**src/rtl/qjts_pkg.sv**
```systemverilog
`timescale 1ns / 1ps
// ----------------------------------------------------------------------------
// Quoted JSON token splitter package
// Shared constants, character codes and payload types of the splitter.
// ----------------------------------------------------------------------------
package qjts_pkg;

    localparam int MAX_LINE   = 4096;
    localparam int DEPTH_BITS = 8;
    localparam int POS_W      = $clog2(MAX_LINE);
    localparam int LPOS_W     = POS_W + 1;

    localparam logic [7:0] CH_SPACE  = 8'h20;
    localparam logic [7:0] CH_DQUOTE = 8'h22;
    localparam logic [7:0] CH_SQUOTE = 8'h27;
    localparam logic [7:0] CH_LBRACE = 8'h7B;
    localparam logic [7:0] CH_RBRACE = 8'h7D;
    localparam logic [7:0] CH_LBRACK = 8'h5B;
    localparam logic [7:0] CH_RBRACK = 8'h5D;
    localparam logic [7:0] CH_BSLASH = 8'h5C;
    localparam logic [7:0] CH_TAB    = 8'h09;
    localparam logic [7:0] CH_CR     = 8'h0D;

    typedef enum logic [1:0] {
        KIND_TEXT   = 2'd0,
        KIND_DQUOTE = 2'd1,
        KIND_SQUOTE = 2'd2,
        KIND_JSON   = 2'd3
    } t_kind;

    typedef struct packed {
        logic [7:0] char_code;
        logic       line_end;
    } t_in_item;

    typedef struct packed {
        logic [POS_W-1:0]  token_start;
        logic [LPOS_W-1:0] token_length;
        t_kind             token_kind;
        logic              overflow;
    } t_out_item;

endpackage

```
**src/rtl/qjts_in_stage.sv**
```systemverilog
`timescale 1ns / 1ps
// ----------------------------------------------------------------------------
// Splitter input stage
// Registers one accepted character request until the scanner consumes it.
// ----------------------------------------------------------------------------
module qjts_in_stage
    import qjts_pkg::*;
(
    input  logic     i_clk,
    input  logic     i_rst_n,
    input  logic     i_valid,
    output logic     o_ready,
    input  t_in_item i_item,
    input  logic     i_take,
    output logic     o_valid,
    output t_in_item o_item
);

    logic     r_valid;
    t_in_item r_item;

    assign o_ready = !r_valid || i_take;
    assign o_valid = r_valid;
    assign o_item  = r_item;

    always_ff @(posedge i_clk) begin
        if (!i_rst_n) begin
            r_valid <= 1'b0;
        end else if (i_valid && o_ready) begin
            r_valid <= 1'b1;
        end else if (i_take) begin
            r_valid <= 1'b0;
        end
    end

    always_ff @(posedge i_clk) begin
        if (i_valid && o_ready) begin
            r_item <= i_item;
        end
    end

endmodule

```
**src/rtl/qjts_scan.sv**
```systemverilog
`timescale 1ns / 1ps
// ----------------------------------------------------------------------------
// Splitter scanner
// Holds the line state and decides, per character, whether a token ends.
// ----------------------------------------------------------------------------
module qjts_scan
    import qjts_pkg::*;
(
    input  logic      i_clk,
    input  logic      i_rst_n,
    input  logic      i_step,
    input  t_in_item  i_item,
    output logic      o_emit,
    output t_out_item o_token
);

    typedef logic signed [DEPTH_BITS-1:0] t_depth;

    typedef struct packed {
        logic [7:0]        prev_char;
        logic [7:0]        quote_char;
        t_depth            brace_depth;
        t_depth            bracket_depth;
        logic              in_quoted;
        logic              in_json;
        logic              in_json_string;
        logic              json_string_seen;
        logic [LPOS_W-1:0] line_pos;
        logic [POS_W-1:0]  first_text_pos;
        logic [POS_W-1:0]  last_text_pos;
        logic              has_text;
        logic              overflow_seen;
    } t_scan_state;

    localparam t_depth DEPTH_MAX = {1'b0, {(DEPTH_BITS-1){1'b1}}};
    localparam t_depth DEPTH_MIN = {1'b1, {(DEPTH_BITS-1){1'b0}}};

    t_scan_state r_state;
    t_scan_state n_state;

    logic [7:0]       c;
    logic             escaped;
    logic             pos_sat;
    logic             blank;
    logic             emit;
    logic [POS_W-1:0] pos;

    always_comb begin
        c       = i_item.line_end ? CH_SPACE : i_item.char_code;
        escaped = (r_state.prev_char == CH_BSLASH);
        pos_sat = (r_state.line_pos >= LPOS_W'(MAX_LINE));
        blank   = (c == CH_SPACE) || (c >= CH_TAB && c <= CH_CR);
        emit    = (c == CH_SPACE) && !r_state.in_quoted && !r_state.in_json &&
                  (r_state.has_text || r_state.prev_char == r_state.quote_char);
        pos     = pos_sat ? POS_W'(MAX_LINE - 1) : r_state.line_pos[POS_W-1:0];
    end

    always_comb begin
        o_emit = emit;
        o_token.token_start  = r_state.has_text ? r_state.first_text_pos : '0;
        o_token.token_length = r_state.has_text ?
            ({1'b0, r_state.last_text_pos} - {1'b0, r_state.first_text_pos} + LPOS_W'(1)) :
            '0;
        priority if (r_state.quote_char == CH_DQUOTE) begin
            o_token.token_kind = KIND_DQUOTE;
        end else if (r_state.quote_char == CH_SQUOTE) begin
            o_token.token_kind = KIND_SQUOTE;
        end else if (r_state.json_string_seen) begin
            o_token.token_kind = KIND_JSON;
        end else begin
            o_token.token_kind = KIND_TEXT;
        end
        o_token.overflow = r_state.overflow_seen;
    end

    always_comb begin
        n_state = r_state;
        priority if (emit) begin
            n_state.has_text       = 1'b0;
            n_state.first_text_pos = '0;
            n_state.last_text_pos  = '0;
            n_state.prev_char      = '0;
            n_state.quote_char     = '0;
            if (i_item.line_end) begin
                n_state = '0;
            end else if (pos_sat) begin
                n_state.overflow_seen = 1'b1;
            end else begin
                n_state.line_pos = r_state.line_pos + LPOS_W'(1);
            end
        end else if (i_item.line_end) begin
            n_state = '0;
        end else begin
            if (pos_sat) begin
                n_state.overflow_seen = 1'b1;
            end else begin
                n_state.line_pos = r_state.line_pos + LPOS_W'(1);
            end

            priority if (r_state.in_json_string) begin
                if (c == CH_DQUOTE && !escaped) begin
                    n_state.in_json_string = 1'b0;
                end
            end else if (r_state.in_json) begin
                priority if (c == CH_DQUOTE) begin
                    n_state.json_string_seen = 1'b1;
                    n_state.in_json_string   = 1'b1;
                end else if (c == CH_LBRACE) begin
                    if (r_state.brace_depth != DEPTH_MAX) begin
                        n_state.brace_depth = r_state.brace_depth + t_depth'(1);
                    end else begin
                        n_state.overflow_seen = 1'b1;
                    end
                end else if (c == CH_RBRACE) begin
                    if (r_state.brace_depth != DEPTH_MIN) begin
                        n_state.brace_depth = r_state.brace_depth - t_depth'(1);
                    end else begin
                        n_state.overflow_seen = 1'b1;
                    end
                end else if (c == CH_LBRACK) begin
                    if (r_state.bracket_depth != DEPTH_MAX) begin
                        n_state.bracket_depth = r_state.bracket_depth + t_depth'(1);
                    end else begin
                        n_state.overflow_seen = 1'b1;
                    end
                end else if (c == CH_RBRACK) begin
                    if (r_state.bracket_depth != DEPTH_MIN) begin
                        n_state.bracket_depth = r_state.bracket_depth - t_depth'(1);
                    end else begin
                        n_state.overflow_seen = 1'b1;
                    end
                end else begin
                    n_state.in_json = r_state.in_json;
                end
                if (n_state.brace_depth == '0 && n_state.bracket_depth == '0) begin
                    n_state.in_json = 1'b0;
                end
            end else if (r_state.in_quoted) begin
                if (c == r_state.quote_char && !escaped) begin
                    n_state.in_quoted = 1'b0;
                end
            end else if ((c == CH_DQUOTE || c == CH_SQUOTE) && !escaped) begin
                n_state.quote_char = c;
                n_state.in_quoted  = 1'b1;
            end else if ((c == CH_LBRACE || c == CH_LBRACK) && !escaped) begin
                if (c == CH_LBRACE) begin
                    if (r_state.brace_depth != DEPTH_MAX) begin
                        n_state.brace_depth = r_state.brace_depth + t_depth'(1);
                    end else begin
                        n_state.overflow_seen = 1'b1;
                    end
                end else begin
                    if (r_state.bracket_depth != DEPTH_MAX) begin
                        n_state.bracket_depth = r_state.bracket_depth + t_depth'(1);
                    end else begin
                        n_state.overflow_seen = 1'b1;
                    end
                end
                n_state.in_json = 1'b1;
            end else begin
                n_state.in_quoted = r_state.in_quoted;
            end

            if (!blank) begin
                if (!r_state.has_text) begin
                    n_state.first_text_pos = pos;
                end
                n_state.last_text_pos = pos;
                n_state.has_text      = 1'b1;
            end
            n_state.prev_char = (c == CH_BSLASH && escaped) ? 8'h00 : c;
        end
    end

    always_ff @(posedge i_clk) begin
        if (!i_rst_n) begin
            r_state <= '0;
        end else if (i_step) begin
            r_state <= n_state;
        end
    end

endmodule

```
**src/rtl/qjts_out_stage.sv**
```systemverilog
`timescale 1ns / 1ps
// ----------------------------------------------------------------------------
// Splitter output stage
// Holds one token request until the downstream side takes it.
// ----------------------------------------------------------------------------
module qjts_out_stage
    import qjts_pkg::*;
(
    input  logic      i_clk,
    input  logic      i_rst_n,
    input  logic      i_load,
    input  t_out_item i_token,
    output logic      o_free,
    output logic      o_valid,
    input  logic      i_ready,
    output t_out_item o_token
);

    logic      r_valid;
    t_out_item r_token;

    assign o_free  = !r_valid || i_ready;
    assign o_valid = r_valid;
    assign o_token = r_token;

    always_ff @(posedge i_clk) begin
        if (!i_rst_n) begin
            r_valid <= 1'b0;
        end else if (i_load) begin
            r_valid <= 1'b1;
        end else if (i_ready) begin
            r_valid <= 1'b0;
        end
    end

    always_ff @(posedge i_clk) begin
        if (i_load) begin
            r_token <= i_token;
        end
    end

endmodule

```
**src/rtl/quoted_json_token_splitter.sv**
```systemverilog
`timescale 1ns / 1ps
// ----------------------------------------------------------------------------
// Quoted JSON token splitter
// Splits a character stream into space separated tokens, honoring quotes,
// backslash escapes and nested JSON spans, and reports offset, length and kind.
//
//   channel  direction  handshake                 payload
//   in       input      i_in_valid / o_in_ready   i_in_item  (char, line end)
//   out      output     o_out_valid / i_out_ready o_out_item (token)
//
// One character request is taken every cycle while the output is not stalled;
// the character ending a token is registered in the input stage, the token in the
// output stage as the scanner steps; its line state updates once per character.
// Reset is synchronous and active low and clears both stages and the state.
// A stalled output holds the scanner, which in turn holds the input stage.
// ----------------------------------------------------------------------------
module quoted_json_token_splitter
    import qjts_pkg::*;
(
    input  logic      i_clk,
    input  logic      i_rst_n,
    input  logic      i_in_valid,
    output logic      o_in_ready,
    input  t_in_item  i_in_item,
    output logic      o_out_valid,
    input  logic      i_out_ready,
    output t_out_item o_out_item
);

    logic      in_valid;
    t_in_item  in_item;
    logic      out_free;
    logic      step;
    logic      emit;
    t_out_item token;

    assign step = in_valid && out_free;

    qjts_in_stage u_in_stage (
        .i_clk   (i_clk),
        .i_rst_n (i_rst_n),
        .i_valid (i_in_valid),
        .o_ready (o_in_ready),
        .i_item  (i_in_item),
        .i_take  (step),
        .o_valid (in_valid),
        .o_item  (in_item)
    );

    qjts_scan u_scan (
        .i_clk   (i_clk),
        .i_rst_n (i_rst_n),
        .i_step  (step),
        .i_item  (in_item),
        .o_emit  (emit),
        .o_token (token)
    );

    qjts_out_stage u_out_stage (
        .i_clk   (i_clk),
        .i_rst_n (i_rst_n),
        .i_load  (step && emit),
        .i_token (token),
        .o_free  (out_free),
        .o_valid (o_out_valid),
        .i_ready (i_out_ready),
        .o_token (o_out_item)
    );

endmodule

```
**config.mk**
```make
export PLATFORM = sky130hd
export DESIGN_NAME = quoted_json_token_splitter
export DESIGN_NICKNAME = d
export VERILOG_FILES = /design/src/rtl/qjts_pkg.sv /design/src/rtl/qjts_in_stage.sv /design/src/rtl/qjts_scan.sv /design/src/rtl/qjts_out_stage.sv /design/src/rtl/quoted_json_token_splitter.sv
export SDC_FILE = /design/constraint.sdc
export NUM_CORES = 1
export LEC_CHECK = 0
export ABC_AREA = 1
export BUFFER_PORTS_ARGS = -buffer_cell sky130_fd_sc_hd__buf_2
export CAP_MARGIN = 15
export CORE_MARGIN = 3
export CORE_UTILIZATION = 40
export DETAILED_ROUTE_END_ITERATION = 8
export SYNTH_ARGS = -nofsm -noshare
export SYNTH_HDL_FRONTEND = slang
export SYNTH_SLANG_ARGS = --single-unit
```
**constraint.sdc**
```tcl
create_clock -name i_clk -period 2.3 [get_ports i_clk]
set_clock_uncertainty 0.15 [all_clocks]
set_input_delay 0.23 -clock i_clk [delete_from_list [all_inputs] [get_ports i_clk]]
set_output_delay 0.23 -clock i_clk [all_outputs]
set_load 0.005 [all_outputs]
```
# == Word level (Yosys, flattened, before mapping) ==
# Cells that the tools add are included.
# op_classes
add_sub_neg,7
magnitude_cmp,3
n_eq_ne,28
muxes,71
reduce_logical,42
# op_table
cell,n
two-way mux 75 bit,2
two-way mux 16 bit,8
two-way mux 8 bit,16
== test 8 x 7 -> 1 bit (second input constant),6
== test 8 x 6 -> 1 bit (second input constant),5
two-way mux 1 bit,33
inequality test 8 bit (second input constant),4
adder 13 x 1 -> 13 bit (second input constant),2
two-way mux 13 bit,2
two-way mux 26 bit,1
two-way mux 25 bit,1
two-way mux 12 bit,2
two-way mux 24 bit,1
two-way mux 20 bit,1
inequality test 3 bit (second input constant),6
adder 8 x 2 -> 8 bit (second input constant),2
== test 8 bit,2
zero test 8 bit,2
subtractor 8 x 2 -> 8 bit (second input constant),2
AND reduction 7 bit,2
>= comparator 13 bit (second input constant),1
logical AND 1 bit,13
subtractor 12 x 12 -> 13 bit,1
AND reduction 5 bit,2
13 further kinds,34
# word_totals
regBits,114
output_inout_bits,30
elab_cells,172

# == Depth between registers and ports, before layout ==
# Gate-level depths: netlist of the first run.
# logic_depth
depth_word,18
ltp_mapped,19

# == Cells and area by module ==
# A second synthesis of the first run with hierarchy kept.
# hier_totals
cells_unflattened,990
area_unflattened_um2,6974.2
# by_module_without_submodules
mod,n_inst,cells_each,area_each_um2
qjts_scan,1,936,5748.0
qjts_out_stage,1,34,887.1
qjts_in_stage,1,16,321.6
quoted_json_token_splitter,1,4,17.5

# == Worst setup path before layout of the first run ==
# No wires, ideal clock.
# synth_path
path_kind,register to register
start,reg u_scan.r_state[3] (netlist name)
end,"reg u_out_stage.r_token (netlist bit u_out_stage.o_token[14]), data pin"
setup_ns,0.146
arrival_ns,2.283
setup_slack_ns,-0.279
path_stages_with_launch,18
path_buffers,0
synth_period_minus_slack_ns,2.579
cell_sequence,dfxtp_1 inv_1 ha_1 inv_1 ha_1 inv_1 fa_1 inv_1 nand3_1 nand2_1 a21oi_1 o21ai_0 a21boi_0 nor2_1 o21ai_0 nand2_1 o21ai_0 a21oi_1
# synth_between
elab_chain_cells,2
# synth_lines
element,line,text
from (decl),qjts_scan.sv:38,t_scan_state r_state;
from (signal assigned),qjts_scan.sv:179,r_state <= n_state;
subtractor 12 x 12 -> 13 bit,qjts_scan.sv:62,"({1'b0, r_state.last_text_pos} - {1'b0, r_state.first_text_pos} + LPOS_W'(1)) :"
adder 13 x 1 -> 13 bit,qjts_scan.sv:62,
to (signal assigned),qjts_out_stage.sv:38,r_token <= i_token;
to (decl),qjts_out_stage.sv:20,t_out_item r_token;
# Every way passes these cells.
# A chain may end at the register's enable or synchronous reset.

# == Worst setup path in the final report of the first run ==
# Same ends and word-level chain as after synthesis.

==> results of run 1 <==
power groups by stage:
stage                     Combinational [mW]  Sequential, mW  Clock, mW
final                                   1.23            2.21       2.56
after global routing                    1.36            2.22       2.70
after CTS                               1.17            2.21       2.60
after detailed placement               0.990            2.25          0
after global placement                 0.978            2.24          0
after floorplan                        0.624            2.24          0
placed cells by master, fill, tap and decap left out, drive strengths merged, types with 32 or more instances in the layout:
cell	n
edfxtp	37
inv	125
buf	171
nand2	247
dfxtp	77
o21ai	57
nand3	54
nor2	102
ha	32
a21oi	80
stage by stage:
step / setup slack (ps) / hold slack [ps] / util [%] / std cells / TNS (ps)
floorplan: -143.0 / 178.9 / - / 949 / -169.1
global placement: -165.9 / 258.1 / 49.10 / 1301 / -572.4
detailed placement: -235.7 / 258.1 / 49.10 / 1301 / -1266
CTS: -124.5 / 343.5 / 54.74 / 1360 / -571.4
global route: -290.2 / 339.1 / 55.46 / 1362 / -6677
finish: -124.6 / 307.4 / 55.46 / 1362 / -478.9
synthesized netlist by cell type (all sizes together) (4+ instances only):
cell	n
nor2	102
a21oi	80
o21ai	56
dfxtp	77
xor2	16
a211oi	14
o21a	14
xnor2	4
ha	32
nor4	4
buf	9
clkbuf	15
inv	125
edfxtp	37
nand3	54
nand4	18
nand2	247
a22o	11
nor3	19
tightest hold or removal path: cells and delay by family:
family                 cells  cell delay [ps]
and+or+nand+nor            3              240
AOI/OAI and AO/OA          1               50
buffers and inverters      3              290
kinds of logic after synthesis:
family	after synthesis	share of synthesized area, %
and+or+nand+nor	447	29.12
AOI/OAI and AO/OA	184	15.98
buffers and inverters	151	8.791
DFF	114	37.65
adders and majority gates	33	5.967
xor gates and xnor gates	20	2.486
what timing repair did:
item                                   CTS  global route
resized for setup                       32            34
endpoints found under the hold margin   12             0
gates cloned                             1             0
hold buffers                            13             0
setup endpoints to repair               39            92
buffers inserted                        14             6
pin swaps                               17             9
final timing paths:
path	from	endpoint	slack, ps	cells after the start
hold reg to reg	u_scan.r_state[39]$_SDFFE_PN0P_	u_scan.r_state[39]$_SDFFE_PN0P_	340	2
hold / removal	i_out_ready	u_scan.o_token[0]$_SDFFE_PN0P_	310	7
setup / recovery	u_scan.r_state[3]$_SDFFE_PN0P_	u_out_stage.o_token[14]$_SDFFCE_PN0P_	-120	17
setup reg to reg	u_scan.r_state[3]$_SDFFE_PN0P_	u_out_stage.o_token[14]$_SDFFCE_PN0P_	-120	17
metal layers:
metal	vias to the layer above	global-route usage, %
met2	118	31.99
li1	3513	-
met3	27	3.207
met1	3021	25.65
met5	-	0
met4	0	6.591
flip-flops by register name, summed over array words and instances (netlist names):
signal               count
u_scan.r_state          74
u_out_stage.o_token     28
u_scan.o_token           1
u_out_stage.o_valid      1
u_in_stage.o_item        9
u_in_stage.o_valid       1
layout make-up:
cell class	count	area share, %
clock buffer	19	4.609
clock inverter	13	1.465
inverter	127	5.222
multi-input combinational	685	42.93
sequential	114	28.29
tap	220	2.931
timing repair buffer	184	14.55
==> results_dict.tcl, run 1 <==
set metrics [dict create \
    status "finished, violations left" \
    violations "negative setup slack" \
    ys_seq_area_share_pct 37.65 \
    drt_iter0_drc 318 \
    final_area_um2 9393 \
    die_x_um 138.7 \
    dieArea_um2 19240 \
    route.met2.wl_um 8485 \
    ys_ff_latch 114 \
    hold_viol_final 0 \
    hold_path_class "input port to register" \
    area_growth_pct 33.32 \
    crit_chain "inv_2 > ha_4 > inv_2 > ha_4 > inv_2 > fa_2 > inv_2 > nand3_2 > nand2_2 > a21oi_2 > o21ai_2 > a21boi_2 > nor2_1 > o21ai_1 > nand2_1 > o21ai_1 > a21oi_1" \
    synth_edf_count 37 \
    start_kind "register" \
    io_pins 43 \
    power.total_mw 6.005 \
    dpl_cell_area_um2 8315 \
    critPathMaxStageDelay_ps 340 \
    synthTopCellsByArea "dfxtp_1, edfxtp_1, nand2_1, inv_1, ha_1" \
    synth_top_flop_cell "dfxtp_1" \
    p_clk_share_pct 42.6 \
    synth_top_area_share_pct 21.88 \
    cp_slowest_cell "dfxtp_2" \
    syn-cell-area_um2 7046 \
    fillers 1599 \
    netlist_instances 949 \
    timing.critical_path.mode_cell "inv_2" \
    cts-root-buf "clkbuf_16" \
    io_buffer_count 42 \
    synth_cell_types 49 \
    crit_buf_inv 4 \
    power_frac_seq_pct 36.8 \
    cts_max_level 4 \
    grt_max_degree 29 \
    path_max_fanout 2 \
    multi_input_area_um2 4033 \
    setup.worst_path.class "register to register" \
    max_freq_mhz 412.4 \
    power_switching_mw 1.669 \
    grt_pass1_wl_um 30990 \
    synth.avg_cell_area_um2 7.424 \
    drc 0 \
    wl_met1_um 8722 \
    min_period_ps 2425 \
    initial_core_util_pct 41.60 \
    fp-row-count 47 \
    final_nets 1175 \
    wl_met3_um 662 \
    yosysTopAreaCell "dfxtp_1" \
    die_h_um 138.7 \
    antenna_found_initial 0 \
    clock-sinks 114 \
    core_um2 16940 \
    power_density_nw_per_um2 639.4 \
    clk_path_buf_depth 2 \
    drive_gt1_share_pct 27.06 \
    syn_nets 995 \
    dp_hpwl_um 13140 \
    drv_cap 0 \
    fin_ws_ps -124.6 \
    diodes 0 \
    regArea_um2 2658 \
    vias 6679 \
    drtAntennaViolNets 0 \
    wire_per_inst_um 13.35 \
    peakVddDrop_mv 0.6113 \
    internal_power_mw 4.336 \
    comb_power_share_pct 20.6 \
    drtPass1Iterations 5 \
    clk_pin_slew_ps 60 \
    topRoutingLayerUsed "met4" \
    yosys_warnings 0 \
    p_leak_nw 4.294 \
    insertion_delay_ps 420 \
    cp_data_arrival_time_ps 2450 \
    track_usage_pct 19.30 \
    rsz0062_at_grt "yes" \
    end_kind "register" \
    relSlewSlack_pct 65.14 \
    wl_um 18180 \
    via_per_inst 4.904 \
    path_delay_family "compound AO/OA/AOI/OAI gates" \
    worst_pin_slew_ps 522.1 \
    tritoncts "built" \
    cts_buffers 17 \
    gp_congestion 0.8474 \
    drv_slew 0 \
    netSwitchingFraction_pct 27.79 \
    crit_required_ps 2320 \
    grt_pass1_vias 6481 \
    fin_crit_sh_pct 105.4 \
    synth_async_sr_flop_share_pct 0 \
    report.final.setup_viol 13 \
    overflow 0 \
]
(Power assumes the default switching activity.)
==> run 2, diff against run 1 <==
Clock period 2.3 ns to 2.52 ns, I/O delays scaled along.
==> results_dict.tcl, run 2 (synthesized netlist as in run 1, its figures left out) <==
set metrics [dict create \
    io_buffer_count 42 \
    route.met2.wl_um 8481 \
    critPathMaxStageDelay_ps 480 \
    initial_core_util_pct 41.60 \
    drv_slew 0 \
    layout_common_cells "nand2_1, inv_1, nor2_1" \
    crit_required_ps 2680 \
    cts-root-buf "clkbuf_16" \
    vias 6492 \
    wl_met1_um 8440 \
    rrSetupSlack_ps 50 \
    wl_met3_um 783 \
    status "finished, final reports clean" \
    cts_max_level 4 \
    cp_data_arrival_time_ps 2630 \
    crit_path_end "u_scan.r_state[15]$_SDFFE_PN0P_" \
    gp_congestion 0.8673 \
    dieArea_um2 19240 \
    wire_per_inst_um 13.96 \
    dp_hpwl_um 12620 \
    antenna_found_initial 0 \
    area_growth_pct 25.02 \
    peakVddDrop_mv 0.4841 \
    clock-sinks 114 \
    worst_pin_slew_ps 517.7 \
    drt_iter0_drc 494 \
    end_kind "register" \
    timing.rr.start "u_in_stage.o_item[5]$_DFFE_PP_" \
    die_h_um 138.7 \
    clk_pin_slew_ps 60 \
    track_usage_pct 18.43 \
    tritoncts "built" \
    drc 0 \
    min_period_ps 2475 \
    largest_register_ffs 74 \
    cp_slowest_cell "edfxtp_1" \
    hold_viol_final 0 \
    fillers 1628 \
    fin_crit_sh_pct 98.20 \
    reg2reg_to "u_scan.r_state[15]$_SDFFE_PN0P_" \
    setup.worst_path.class "register to register" \
    core_um2 16940 \
    power_density_nw_per_um2 638.6 \
    hold_path_class "register to register" \
    final_common_cell "nand2_1" \
    fin_util_pct 52.01 \
    via_per_inst 5.040 \
    crit_path_start "u_in_stage.o_item[5]$_DFFE_PP_" \
    rsz0062_at_grt "yes" \
    cts_buffers 17 \
    drtAntennaViolNets 0 \
    io_pins 43 \
    relSlewSlack_pct 65.17 \
    path_max_fanout 7 \
    crit_chain "inv_2 > nor2_4 > buf_4 > nor3_2 > nand3_1 > nor3_2 > nand2_2 > inv_2 > nand2_2 > nand2_2 > inv_2 > o21ai_4 > buf_12 > a21oi_1 > o21a_1" \
    final-instance-count-excl-fill 1288 \
    drive_gt1_share_pct 20.97 \
    drv_cap 0 \
    overflow 0 \
    drtPass1Iterations 7 \
    grt_pass1_wl_um 29610 \
    p_leak_nw 3.950 \
    die_x_um 138.7 \
    insertion_delay_ps 420 \
    grt_max_degree 29 \
    regMostFlops "u_scan.r_state" \
    final_nets 1101 \
    topRoutingLayerUsed "met4" \
    clk_path_buf_depth 2 \
    max_freq_mhz 404.1 \
    start_kind "register" \
    dp.cells 1227 \
    report.final.setup_viol 0 \
    wl_um 17990 \
    diodes 0 \
    grt_pass1_vias 6126 \
    reg2reg_depth 15 \
    fp-row-count 47 \
]
==> run 2: worst min path at each step <==
stage / from / to / slack, ps / cells after the start
5_1_grt: u_scan.r_state[16]$_SDFFE_PN0P_ / u_scan.r_state[16]$_SDFFE_PN0P_ / 350 / 1
4_1_cts: u_scan.r_state[37]$_SDFFE_PN0P_ / u_scan.r_state[37]$_SDFFE_PN0P_ / 340 / 2
3_5_place_dp: i_in_item[4] / u_in_stage.o_item[4]$_DFFE_PP_ / 280 / 1
3_3_place_gp: i_in_item[1] / u_in_stage.o_item[1]$_DFFE_PP_ / 280 / 1
2_1_floorplan: i_in_item[0] / u_in_stage.o_item[0]$_DFFE_PP_ / 200 / 0
6_report: u_scan.r_state[37]$_SDFFE_PN0P_ / u_scan.r_state[37]$_SDFFE_PN0P_ / 340 / 2
==> run 2: report_power, final <==
part           internal [mW]  leakage [nW]  switching [mW]  total (mW)
logic                  0.426          2.64           0.546       0.972
registers               1.97          1.01          0.0516        2.02
clock network           1.75         0.302           0.886        2.63
==> run 2: worst max-delay path, delay by kind of cell (launching register included) <==
kind / cells / cell delay [ps]
AND/OR/NAND/NOR: 7 / 810
buffers and inverters: 5 / 560
flip-flops: 1 / 480
AO/OA/AOI/OAI: 3 / 360
==> run 2: per-layer routing <==
| metal | global-route usage, % | vias to the layer above |
|---|---|---|
| met5 | 0 | - |
| met4 | 6.128 | 0 |
| met3 | 3.138 | 21 |
| met2 | 29.98 | 149 |
| met1 | 25.02 | 2961 |
| li1 | - | 3361 |
==> run 2: layout make-up <==
class	instances	area, um2	share of cell area [%]
Multi-Input combinational cell	686	3984	45.23
Tap cell	220	275.3	3.125
Clock buffer	18	429.2	4.872
Timing Repair Buffer	109	768.2	8.722
Inverter	127	481.7	5.469
Sequential cell	114	2659	30.18
Clock inverter	14	211.5	2.401
==> run 2: through the flow <==
step | TNS [ps] | setup WS [ps] | total power, mW | hold WS [ps] | cell area, um2
after floorplan | 0 | 18.57 | 2.586 | 200.9 | 7046
after global placement | -113.4 | -75.51 | 2.826 | 280.0 | 7704
after detailed placement | -218.0 | -125.8 | 2.832 | 280.5 | 7704
after CTS | 0 | 2.486 | 5.561 | 340.9 | 8549
after global routing | -590.1 | -150.0 | 5.868 | 352.8 | 8808
final | 0 | 45.35 | 5.625 | 337.4 | 8808
==> run 2: timing repair <==
item | CTS | global route
setup buffers | 6 | 11
hold buffers | 12 | 0
endpoints found under the setup margin | 3 | 39
resized for setup | 13 | 47
endpoints found under the hold margin | 12 | 0
pin swaps | 5 | 22
cloned | 0 | 2
==> run 3, diff against run 2 <==
Settings changed: PLACE_DENSITY_LB_ADDON set to 0.3.
==> results_dict.tcl, run 3 (synthesized netlist as in run 1, its figures left out) <==
set metrics [dict create \
    relSlewSlack_pct 63.68 \
    final_common_cell "nand2_1" \
    path_max_fanout 2 \
    insertion_delay_ps 420 \
    grt_pass1_wl_um 28480 \
    antenna_found_initial 0 \
    clock-sinks 114 \
    hold_viol_final 0 \
    fp-row-count 47 \
    setup.worst_path.class "register to register" \
    critPathMaxStageDelay_ps 330 \
    final_nets 1090 \
    fin_crit_sh_pct 96.72 \
    area_growth_pct 23.12 \
    max_freq_mhz 410.3 \
    clk_path_buf_depth 2 \
    start_kind "register" \
    vias 6488 \
    crit_chain "inv_2 > ha_4 > inv_2 > ha_4 > inv_2 > fa_2 > inv_2 > nand3_2 > nand2_2 > a21oi_2 > o21ai_2 > a21boi_2 > nor2_1 > o21ai_1 > nand2_1 > o21ai_1 > a21oi_1" \
    io_pins 43 \
    status "finished, final reports clean" \
    tritoncts "built" \
    drtAntennaViolNets 0 \
    largest_register_ffs 74 \
    internal_power_mw 3.928 \
    clk_pin_slew_ps 60 \
    p_clk_share_pct 45.1 \
    overflow 0 \
    grt_pass1_vias 6114 \
    peakVddDrop_mv 0.4818 \
    timing.critical_path.mode_cell "inv_2" \
    wire_per_inst_um 13.54 \
    final-instance-count-excl-fill 1277 \
    cts-root-buf "clkbuf_16" \
    drt_iter0_drc 456 \
    fillers 1633 \
    cp_data_arrival_time_ps 2450 \
    hold_path_class "register to register" \
    initial_core_util_pct 41.60 \
    die_x_um 138.7 \
    rrSetupSlack_ps 80 \
    dieArea_um2 19240 \
    power_switching_mw 1.454 \
    comb_power_share_pct 17.4 \
    drtPass1Iterations 5 \
    drive_gt1_share_pct 19.30 \
    report.final.setup_viol 0 \
    end_kind "register" \
    crit_buf_inv 4 \
    drv_cap 0 \
    netSwitchingFraction_pct 27.02 \
    cts_buffers 17 \
    drv_slew 0 \
    via_per_inst 5.081 \
    power_frac_seq_pct 37.5 \
    drc 0 \
    die_h_um 138.7 \
    io_buffer_count 42 \
    diodes 0 \
    dp.cells 1222 \
    gp_congestion 0.9139 \
    fin_setup_tns_ps 0 \
    core_um2 16940 \
    p_leak_nw 3.887 \
    path_delay_family "compound AO/OA/AOI/OAI gates" \
    dp_hpwl_um 12230 \
    rsz0062_at_grt "yes" \
    min_period_ps 2437 \
    cts_max_level 4 \
    regMostFlops "u_scan.r_state" \
    fin_util_pct 51.22 \
    cp_slowest_cell "dfxtp_2" \
    layout_common_cells "nand2_1, inv_1, nor2_1" \
    grt_max_degree 29 \
    wl_um 17290 \
    crit_required_ps 2530 \
    power.total_mw 5.383 \
    worst_pin_slew_ps 544.0 \
    track_usage_pct 17.57 \
    power_density_nw_per_um2 620.5 \
]
[run 3: per-layer routing]
metal	track usage, %	part of all wire (%)	vias up
met3	3.586	4.5	21
met5	0	0	-
met4	6.282	1.4	0
met1	23.44	47	2974
li1	-	-	3345
met2	28.39	47	148
[run 3: path summary, 6_finish.rpt]
check                                               end                       startpoint  cells after the start
setup / recovery  u_out_stage.o_token[14]$_SDFFCE_PN0P_   u_scan.r_state[3]$_SDFFE_PN0P_                     17
hold / removal          u_scan.r_state[69]$_SDFFE_PN0P_  u_scan.r_state[69]$_SDFFE_PN0P_                      2
hold reg to reg         u_scan.r_state[69]$_SDFFE_PN0P_  u_scan.r_state[69]$_SDFFE_PN0P_                      2
setup reg to reg  u_out_stage.o_token[14]$_SDFFCE_PN0P_   u_scan.r_state[3]$_SDFFE_PN0P_                     17
[run 3: metrics by stage]
stage	hold slack, ps	setup slack, ps	instance area [um2]
floorplan	200.9	18.57	7046
detailed placement	280.5	-92.94	7691
global route	371.7	-101.5	8675
CTS	339.8	-20.89	8421
global placement	279.1	-54.84	7691
finish	340.7	82.68	8675
[run 3: worst reg2reg max path, delay by kind of cell, from the launching register on]
family,cells,cell delay (ps)
compound gates,6,670
fa+ha+maj,3,590
flops,1,330
simple gates,4,260
buf+inv,4,180
[run 3: what timing repair did]
item | in CTS | in global routing
gates resized for setup | 6 | 41
buffers inserted | 1 | 8
hold buffers | 12 | 0
pin swaps | 4 | 18
cloned | 0 | 2
setup endpoints to repair | 3 | 59
hold endpoints to repair | 12 | 0
[run 3: layout make-up]
| cell class | count | area [um2] | area share (%) |
|---|---|---|---|
| clock buffer | 19 | 432.9 | 4.991 |
| timing repair buffer | 100 | 758.2 | 8.741 |
| multi-input combinational | 684 | 3910 | 45.07 |
| clock inverter | 13 | 160.2 | 1.846 |
| tap | 220 | 275.3 | 3.173 |
| inverter | 127 | 481.7 | 5.553 |
| sequential | 114 | 2656 | 30.62 |
[run 3: power by group through the flow]
stage          Sequential (mW)  Clock [mW]  Combinational [mW]
2_1_floorplan             2.04           0               0.544
3_3_place_gp              2.05           0               0.767
3_5_place_dp              2.05           0               0.776
4_1_cts                   2.02        2.47               0.820
5_1_grt                   2.03        2.56                1.05
6_report                  2.02        2.43               0.934
